--- config.mk ---
export PLATFORM = sky130hd
export DESIGN_NAME = streaming_fir_convolver
export DESIGN_NICKNAME = d
export VERILOG_FILES = /design/src/sv/sfc_pkg.sv /design/src/sv/sfc_ram.sv /design/src/sv/sfc_mac.sv /design/src/sv/streaming_fir_convolver.sv
export SDC_FILE = /design/constraint.sdc
export NUM_CORES = 2
export LEC_CHECK = 0
export ABC_CLOCK_PERIOD_IN_PS = 6500
export BUFFER_PORTS_ARGS = -buffer_cell sky130_fd_sc_hd__buf_2
export CAP_MARGIN = 20
export CORE_AREA = 2 2 541 408
export DETAILED_ROUTE_END_ITERATION = 12
export DIE_AREA = 0 0 543 410
export SYNTH_ARGS = -nofsm -noshare
export SYNTH_HDL_FRONTEND = slang
export SYNTH_SLANG_ARGS = --single-unit
--- constraint.sdc ---
create_clock -name clk -period 6.5 [get_ports clk]
set_input_delay 0.65 -clock clk [delete_from_list [all_inputs] [get_ports clk]]
set_output_delay 0.65 -clock clk [all_outputs]
set_load 0.01 [all_outputs]
--- src/sv/sfc_pkg.sv ---
// shared types and constants for the streaming fir convolver
// no dependencies; imported by sfc_mac and streaming_fir_convolver
package sfc_pkg;

    localparam int DEFAULT_NUM_TAPS = 64;
    localparam int SAMPLE_W         = 16;
    localparam int TAP_COUNT_W      = 7;
    localparam int TAP_INDEX_W      = 6;
    localparam int IN_DATA_W        = 24;
    localparam int PROD_W           = 32;
    localparam int ACC_W            = 40;
    localparam int ROUND_SHIFT      = 15;
    localparam int ROUND_W          = ACC_W - ROUND_SHIFT;

    localparam logic signed [ACC_W-1:0]   ROUND_BIAS = ACC_W'(1 << (ROUND_SHIFT - 1));
    localparam logic signed [ROUND_W-1:0] SAT_MAX    = ROUND_W'(32767);
    localparam logic signed [ROUND_W-1:0] SAT_MIN    = -ROUND_W'(32768);

    localparam logic REQ_SAMPLE = 1'b0;
    localparam logic REQ_COEF   = 1'b1;

    typedef enum logic [2:0] {
        ST_CLEAR,
        ST_IDLE,
        ST_MAC,
        ST_DRAIN,
        ST_ROUND,
        ST_FINISH
    } state_t;

    typedef struct packed {
        logic clear;
        logic valid;
        logic mask;
    } mac_ctrl_t;

    typedef struct packed {
        logic busy;
    } mac_status_t;

endpackage

--- src/sv/sfc_ram.sv ---
// generic single-write, single-read ram with registered read data
// no dependencies
module sfc_ram #(
    parameter int WIDTH = 16,
    parameter int DEPTH = 64
) (
    input  logic                     clk,
    input  logic                     we,
    input  logic [$clog2(DEPTH)-1:0] waddr,
    input  logic [WIDTH-1:0]         wdata,
    input  logic [$clog2(DEPTH)-1:0] raddr,
    output logic [WIDTH-1:0]         rdata
);

    logic [WIDTH-1:0] mem [DEPTH];
    logic [WIDTH-1:0] rdata_reg;

    always_ff @(posedge clk)
    begin
        if (we)
        begin
            mem[waddr] <= wdata;
        end
        rdata_reg <= mem[raddr];
    end

    assign rdata = rdata_reg;

endmodule

--- src/sv/sfc_mac.sv ---
// shared multiply-accumulate unit: registered product, then wide accumulator
// depends on sfc_pkg
module sfc_mac (
    input  logic                                      clk,
    input  logic                                      rst_n,
    input  sfc_pkg::mac_ctrl_t                        ctrl,
    input  logic signed [sfc_pkg::SAMPLE_W-1:0]       coef,
    input  logic signed [sfc_pkg::SAMPLE_W-1:0]       sample,
    output sfc_pkg::mac_status_t                      status,
    output logic signed [sfc_pkg::ACC_W-1:0]          acc
);

    import sfc_pkg::*;

    logic signed [PROD_W-1:0] prod_reg, prod_next;
    logic                     pv_reg, pv_next;
    logic signed [ACC_W-1:0]  acc_reg, acc_next;

    always_comb
    begin
        prod_next = ctrl.mask ? PROD_W'(coef) * PROD_W'(sample) : '0;
        pv_next   = ctrl.valid;
        acc_next  = acc_reg;
        if (ctrl.clear)
        begin
            acc_next = '0;
        end
        else if (pv_reg)
        begin
            acc_next = acc_reg + ACC_W'(prod_reg);
        end
    end

    always_ff @(posedge clk or negedge rst_n)
    begin
        if (!rst_n)
        begin
            pv_reg <= 1'b0;
        end
        else
        begin
            pv_reg <= pv_next;
        end
    end

    always_ff @(posedge clk)
    begin
        prod_reg <= prod_next;
        acc_reg  <= acc_next;
    end

    assign status.busy = pv_reg;
    assign acc         = acc_reg;

endmodule

--- src/sv/streaming_fir_convolver.sv ---
// top level of the streaming fir convolver: sequencer, tap memories, rounding
// depends on sfc_pkg, sfc_ram and sfc_mac
//
// usage:
//   s_* channel takes items: tuser is the kind (0 sample, 1 coefficient write),
//   tdata holds tap_index and data_word. a coefficient write stores one tap,
//   restarts the sample history and gives no result.
//   each sample gives one result on m_*: tdata is the rounded, saturated q1.15
//   output, tuser flags clipping.
//   cfg_* writes tap_count and is always ready; write it only while idle (not enforced).
//   per sample, count being tap_count capped at NUM_TAPS: the single shared
//   multiplier walks one tap a cycle, then the pipeline drains through the ram
//   read and product registers into the accumulator, the sum is rounded into a
//   register and loaded into the output register. a zero count skips the walk
//   and the drain. the next item is taken only once the result is loaded.
//   reset: a clearing pass writes zero into every coefficient entry, one per
//   cycle, with s_tready low; history uses a fill count.
//   a stalled result sits in the output register while the next item is taken;
//   a finished sample waits for that register before it is loaded.
module streaming_fir_convolver #(
    parameter int NUM_TAPS = sfc_pkg::DEFAULT_NUM_TAPS
) (
    input  logic                               clk,
    input  logic                               rst_n,
    input  logic                               s_tvalid,
    output logic                               s_tready,
    input  logic [sfc_pkg::IN_DATA_W-1:0]      s_tdata,   // tap_index[5:0], data_word[21:6]
    input  logic                               s_tuser,   // req_type
    output logic                               m_tvalid,
    input  logic                               m_tready,
    output logic [sfc_pkg::SAMPLE_W-1:0]       m_tdata,   // filtered_sample[15:0]
    output logic                               m_tuser,   // saturated
    input  logic                               cfg_valid,
    output logic                               cfg_ready,
    input  logic [sfc_pkg::TAP_COUNT_W-1:0]    cfg_data   // tap_count[6:0]
);

    import sfc_pkg::*;

    localparam int AW   = $clog2(NUM_TAPS);
    localparam int FW   = $clog2(NUM_TAPS + 1);
    localparam int MAXC = (NUM_TAPS < 127) ? NUM_TAPS : 127;
    localparam int KW   = $clog2(MAXC + 1);

    state_t state_reg, state_next;

    logic [TAP_COUNT_W-1:0] tap_count_reg, tap_count_next;
    logic [AW-1:0]          clr_reg, clr_next;
    logic [AW-1:0]          pos_reg, pos_next;
    logic [FW-1:0]          fill_reg, fill_next;
    logic [AW-1:0]          slot_reg, slot_next;
    logic [KW-1:0]          k_reg, k_next;
    logic                   v1_reg, v1_next;
    logic                   mask1_reg, mask1_next;
    logic                   m_valid_reg, m_valid_next;
    logic [SAMPLE_W-1:0]    out_data_reg, out_data_next;
    logic                   out_sat_reg, out_sat_next;
    logic signed [ROUND_W-1:0] rounded_reg, rounded_next;

    logic [KW-1:0]              count;
    logic [KW-1:0]              k_inc;
    logic [TAP_INDEX_W-1:0]     in_index;
    logic [SAMPLE_W-1:0]        in_word;
    logic                       in_accept;

    logic                       coef_we;
    logic [AW-1:0]              coef_waddr;
    logic [SAMPLE_W-1:0]        coef_wdata;
    logic                       hist_we;
    logic [SAMPLE_W-1:0]        coef_rdata;
    logic [SAMPLE_W-1:0]        hist_rdata;

    mac_ctrl_t                  mac_ctrl;
    mac_status_t                mac_status;
    logic signed [ACC_W-1:0]    acc;

    assign in_index  = s_tdata[TAP_INDEX_W-1:0];
    assign in_word   = s_tdata[TAP_INDEX_W +: SAMPLE_W];
    assign s_tready  = (state_reg == ST_IDLE);
    assign in_accept = s_tvalid && s_tready;
    assign cfg_ready = 1'b1;
    assign count     = (32'(tap_count_reg) > MAXC) ? KW'(MAXC) : KW'(tap_count_reg);
    assign k_inc     = k_reg + KW'(1);

    always_comb
    begin
        state_next     = state_reg;
        tap_count_next = tap_count_reg;
        clr_next       = clr_reg;
        pos_next       = pos_reg;
        fill_next      = fill_reg;
        slot_next      = slot_reg;
        k_next         = k_reg;
        v1_next        = 1'b0;
        mask1_next     = (FW'(k_reg) < fill_reg);
        m_valid_next   = m_valid_reg && !m_tready;
        out_data_next  = out_data_reg;
        out_sat_next   = out_sat_reg;
        rounded_next   = rounded_reg;
        coef_we        = 1'b0;
        coef_waddr     = AW'(in_index);
        coef_wdata     = in_word;
        hist_we        = 1'b0;
        mac_ctrl       = '0;

        if (cfg_valid)
        begin
            tap_count_next = cfg_data;
        end

        unique case (state_reg)
            ST_CLEAR:
            begin
                coef_we    = 1'b1;
                coef_waddr = clr_reg;
                coef_wdata = '0;
                clr_next   = clr_reg + AW'(1);
                if (clr_reg == AW'(NUM_TAPS - 1))
                begin
                    state_next = ST_IDLE;
                end
            end
            ST_IDLE:
            begin
                if (in_accept)
                begin
                    if (s_tuser == REQ_COEF)
                    begin
                        coef_we   = (32'(in_index) < NUM_TAPS);
                        pos_next  = '0;
                        fill_next = '0;
                    end
                    else
                    begin
                        hist_we        = 1'b1;
                        slot_next      = pos_reg;
                        pos_next       = (pos_reg == AW'(NUM_TAPS - 1)) ? '0 : pos_reg + AW'(1);
                        fill_next      = (fill_reg == FW'(NUM_TAPS)) ? fill_reg
                                                                     : fill_reg + FW'(1);
                        k_next         = '0;
                        mac_ctrl.clear = 1'b1;
                        state_next     = (count == '0) ? ST_ROUND : ST_MAC;
                    end
                end
            end
            ST_MAC:
            begin
                v1_next   = 1'b1;
                k_next    = k_inc;
                slot_next = (slot_reg == '0) ? AW'(NUM_TAPS - 1) : slot_reg - AW'(1);
                if (k_inc == count)
                begin
                    state_next = ST_DRAIN;
                end
            end
            ST_DRAIN:
            begin
                if (!v1_reg && !mac_status.busy)
                begin
                    state_next = ST_ROUND;
                end
            end
            ST_ROUND:
            begin
                rounded_next = ROUND_W'((acc + ROUND_BIAS) >>> ROUND_SHIFT);
                state_next   = ST_FINISH;
            end
            ST_FINISH:
            begin
                if (!m_valid_reg || m_tready)
                begin
                    m_valid_next = 1'b1;
                    if (rounded_reg > SAT_MAX)
                    begin
                        out_data_next = SAMPLE_W'(SAT_MAX);
                        out_sat_next  = 1'b1;
                    end
                    else if (rounded_reg < SAT_MIN)
                    begin
                        out_data_next = SAMPLE_W'(SAT_MIN);
                        out_sat_next  = 1'b1;
                    end
                    else
                    begin
                        out_data_next = SAMPLE_W'(rounded_reg);
                        out_sat_next  = 1'b0;
                    end
                    state_next = ST_IDLE;
                end
            end
            default:
            begin
                state_next = ST_IDLE;
            end
        endcase

        mac_ctrl.valid = v1_reg;
        mac_ctrl.mask  = mask1_reg;
    end

    always_ff @(posedge clk or negedge rst_n)
    begin
        if (!rst_n)
        begin
            state_reg     <= ST_CLEAR;
            tap_count_reg <= '0;
            clr_reg       <= '0;
            pos_reg       <= '0;
            fill_reg      <= '0;
            k_reg         <= '0;
            v1_reg        <= 1'b0;
            m_valid_reg   <= 1'b0;
        end
        else
        begin
            state_reg     <= state_next;
            tap_count_reg <= tap_count_next;
            clr_reg       <= clr_next;
            pos_reg       <= pos_next;
            fill_reg      <= fill_next;
            k_reg         <= k_next;
            v1_reg        <= v1_next;
            m_valid_reg   <= m_valid_next;
        end
    end

    always_ff @(posedge clk)
    begin
        slot_reg     <= slot_next;
        mask1_reg    <= mask1_next;
        out_data_reg <= out_data_next;
        out_sat_reg  <= out_sat_next;
        rounded_reg  <= rounded_next;
    end

    sfc_ram #(
        .WIDTH (SAMPLE_W),
        .DEPTH (NUM_TAPS)
    ) u_coef_ram (
        .clk   (clk),
        .we    (coef_we),
        .waddr (coef_waddr),
        .wdata (coef_wdata),
        .raddr (AW'(k_reg)),
        .rdata (coef_rdata)
    );

    sfc_ram #(
        .WIDTH (SAMPLE_W),
        .DEPTH (NUM_TAPS)
    ) u_hist_ram (
        .clk   (clk),
        .we    (hist_we),
        .waddr (pos_reg),
        .wdata (in_word),
        .raddr (slot_reg),
        .rdata (hist_rdata)
    );

    sfc_mac u_mac (
        .clk    (clk),
        .rst_n  (rst_n),
        .ctrl   (mac_ctrl),
        .coef   (coef_rdata),
        .sample (hist_rdata),
        .status (mac_status),
        .acc    (acc)
    );

    assign m_tvalid = m_valid_reg;
    assign m_tdata  = out_data_reg;
    assign m_tuser  = out_sat_reg;

endmodule
==> summary.txt <==
outcome: complete, no violations
clock root buffer master: clkbuf_16
Data arrival, critical path: 6.76 ns
WL/cell: 26.9 um
max-slew violations: 0
Synth Register Bits: 2,240
Final Hold Viols: 0
Die Area: 223,000 um2
core area: 218,000 um2
total track usage: 0.209
Slew @ Worst Pin: 1.11 ns
fraction of layout cells with a size suffix above 1: 0.232
Non-Filler Instances: 8,596
port bufs: 53
largest family of logic cells by synthesized area: multiplexers
DR iter-0 viols: 5,274
setup TNS: 0 ns
# IOs: 57
sequential share of the synthesized area: 0.678
worst path required time: 7.14 ns
Yosys warnings: 0
maxcap violations: 0
die width: 543 um
Max H-tree Level: 4
drt total wl: 231,000 um
Congestion Overflow GR: 0
fin crit share: 0.941
FP Rows: 149
Placed Cells: 8,186
Residual DRC: 0
Layout Utilization: 0.500
Crit. End Element: register
critical path class: reg -> reg
vias in the first global route: 48.9k
Clk pin slew, worst setup/hold paths: 0.06 ns
TritonCTS clock tree: built
Layout area overhead: 12.1%
Vias/cell: 5.65
die height: 410 um
Post-Synth Simple-Gate Area: 0.0404
startpoint types: register
post-synthesis compound-gate area fraction: 0.0230
async set or reset register ratio after synthesis: 0.0174
Hold Path Class: in -> reg
Final ANT Viol Nets: 0
Post-CTS Setup Inserts: 0
Layout Nets: 5,913
Worst Hold Launch: cfg_data[5]
router iterations before antenna repair: 5
Slew HR: 0.238
Fin Clk Skew: 0.0743 ns
first-pass GRT wire length: 338,000 um
fmax: 0.164 GHz
Synth Flop Type: edfxtp_1
Starting Density: 0.446
Post-Syn Nets: 5,634
fillcell total: 17.6k
Setup-failing EPs final: 0
post-synthesis mux area share: 0.156
HPWL Detailed: 141,000 um
Synth Cell Area: 97,400 um2
adder-cell area share of the yosys netlist: 0.0714
clock latency on the worst-skew pair: 0.87 ns
Worst Setup SP: u_hist_ram.rdata[8]
largest net degree at the start of global routing: 123
Synth Area in XOR/XNOR: 0.00944
Num CTS Buffers: 212
Clock Path Buffers: 4
Synth Area per Inst: 18.7 um2
Mapped Cells: 5,199
via count: 48.6k
initial antenna violation count: 23
multi-input logic area: 29,400 um2
Critical R2R Launch: u_hist_ram.rdata[8]
# clock sinks: 2,240
Post-synth EDFFs: 2,096
commonest non-fill, non-tap cell in the layout: edfxtp_1
Critical Path Fanout Max: 9
most frequent cells in the layout: edfxtp_1 (2,096), mux4_2 (644), inv_1 (315)
Synth cell types: 70
register area: 66,100 um2
post-layout min period: 6.11 ns
Placer Congestion: 0.831
RSZ-0062 raised after global routing: false
-- cells by family (layout without fill, tap and decap cells) --
kind of cell               count (synthesis)  in the layout
adders and majority gates                398            398
xor gates and xnor gates                 105            105
AOI/OAI and AO/OA                        354            354
DFF                                     2240           2240
other                                      1             10
and+or+nand+nor                          838            838
buffers and inverters                    551            995
muxes                                    712            712
-- per-stage QoR --
step | setup slack (ns) | hold slack, ns | area, um2
6_report | 0.385 | 0.0605 | 109000
5_1_grt | 0.000745 | 0.0219 | 109000
4_1_cts | 0.0653 | 0.000846 | 109000
3_5_place_dp | 0.146 | 0.373 | 102000
3_3_place_gp | 0.259 | 0.355 | 102000
2_1_floorplan | 0.382 | 0.354 | 97400
-- metal layers --
layer  global-route usage  routed length [um]  up-vias
li1                     -                   -    20826
met1                0.318              104000    25869
met2                0.305              102000     1646
met3               0.0539               20800      250
met4               0.0408                4100        4
met5                    0                  25        -
-- worst max-delay path, stage by stage, from the launching register on --
cell,delay [ns]
dfxtp_1,0.49
buf_4,0.23
nand2_1,0.09
fa_1,0.51
inv_1,0.05
fa_1,0.48
fa_1,0.61
fa_1,0.44
fa_1,0.49
inv_1,0.05
fa_1,0.47
inv_1,0.04
ha_1,0.28
a21o_1,0.18
a21o_1,0.17
a21oi_1,0.26
a21oi_1,0.14
o22ai_1,0.19
a211oi_1,0.11
nor4b_1,0.36
o21ai_0,0.14
nor3b_1,0.15
-- path summary, 6_finish.rpt --
path,endpoint,slack (ns),cells after the start
setup / recovery,u_mac.prod_reg[31],0.39,21
setup reg to reg,u_mac.prod_reg[31],0.39,21
hold reg to reg,u_mac.status,0.40,0
max in group asynchronous,k_reg[0],5.52,3
hold / removal,tap_count_reg[5],0.06,2
min in group asynchronous,m_tvalid,0.45,3
-- area by class of cell --
type,count,area share
clock inverter,111,0.00766
tap,2944,0.0337
clock buffer,268,0.0513
timing repair buffer,298,0.0221
inverter,318,0.0109
multi-input combinational,2408,0.269
antenna,9,0.000206
sequential,2240,0.605
-- what timing repair did --
item / CTS / global route
resized for setup: 0 / 17
hold buffers: 7 / 0
endpoints found under the hold margin: 45 / 0
endpoints found under the setup margin: 0 / 6
-- cells in the mapped netlist, types with 15 or more instances --
cell type / n / share of area
a211oi_1: 17 / 0.0013
a21o_1: 51 / 0.0039
a21oi_1: 93 / 0.0048
and2_1: 148 / 0.0095
buf_1: 29 / 0.0011
buf_2: 68 / 0.0035
clkbuf_1: 134 / 0.0052
dfrtp_1: 39 / 0.010
dfxtp_1: 105 / 0.022
edfxtp_1: 2096 / 0.65
fa_1: 263 / 0.054
ha_1: 135 / 0.017
inv_1: 315 / 0.012
mux2i_1: 56 / 0.0058
mux4_2: 644 / 0.15
nand2_1: 250 / 0.0096
nand2b_1: 21 / 0.0013
nand3_1: 37 / 0.0019
nand3b_1: 15 / 0.0012
nor2_1: 266 / 0.010
nor3_1: 24 / 0.0012
o21a_1: 21 / 0.0016
o21ai_0: 76 / 0.0039
xnor2_1: 63 / 0.0057
xor2_1: 42 / 0.0038
Power is not shown: default switching activity piles up to over one toggle a cycle in this logic, so the estimate is an artifact.
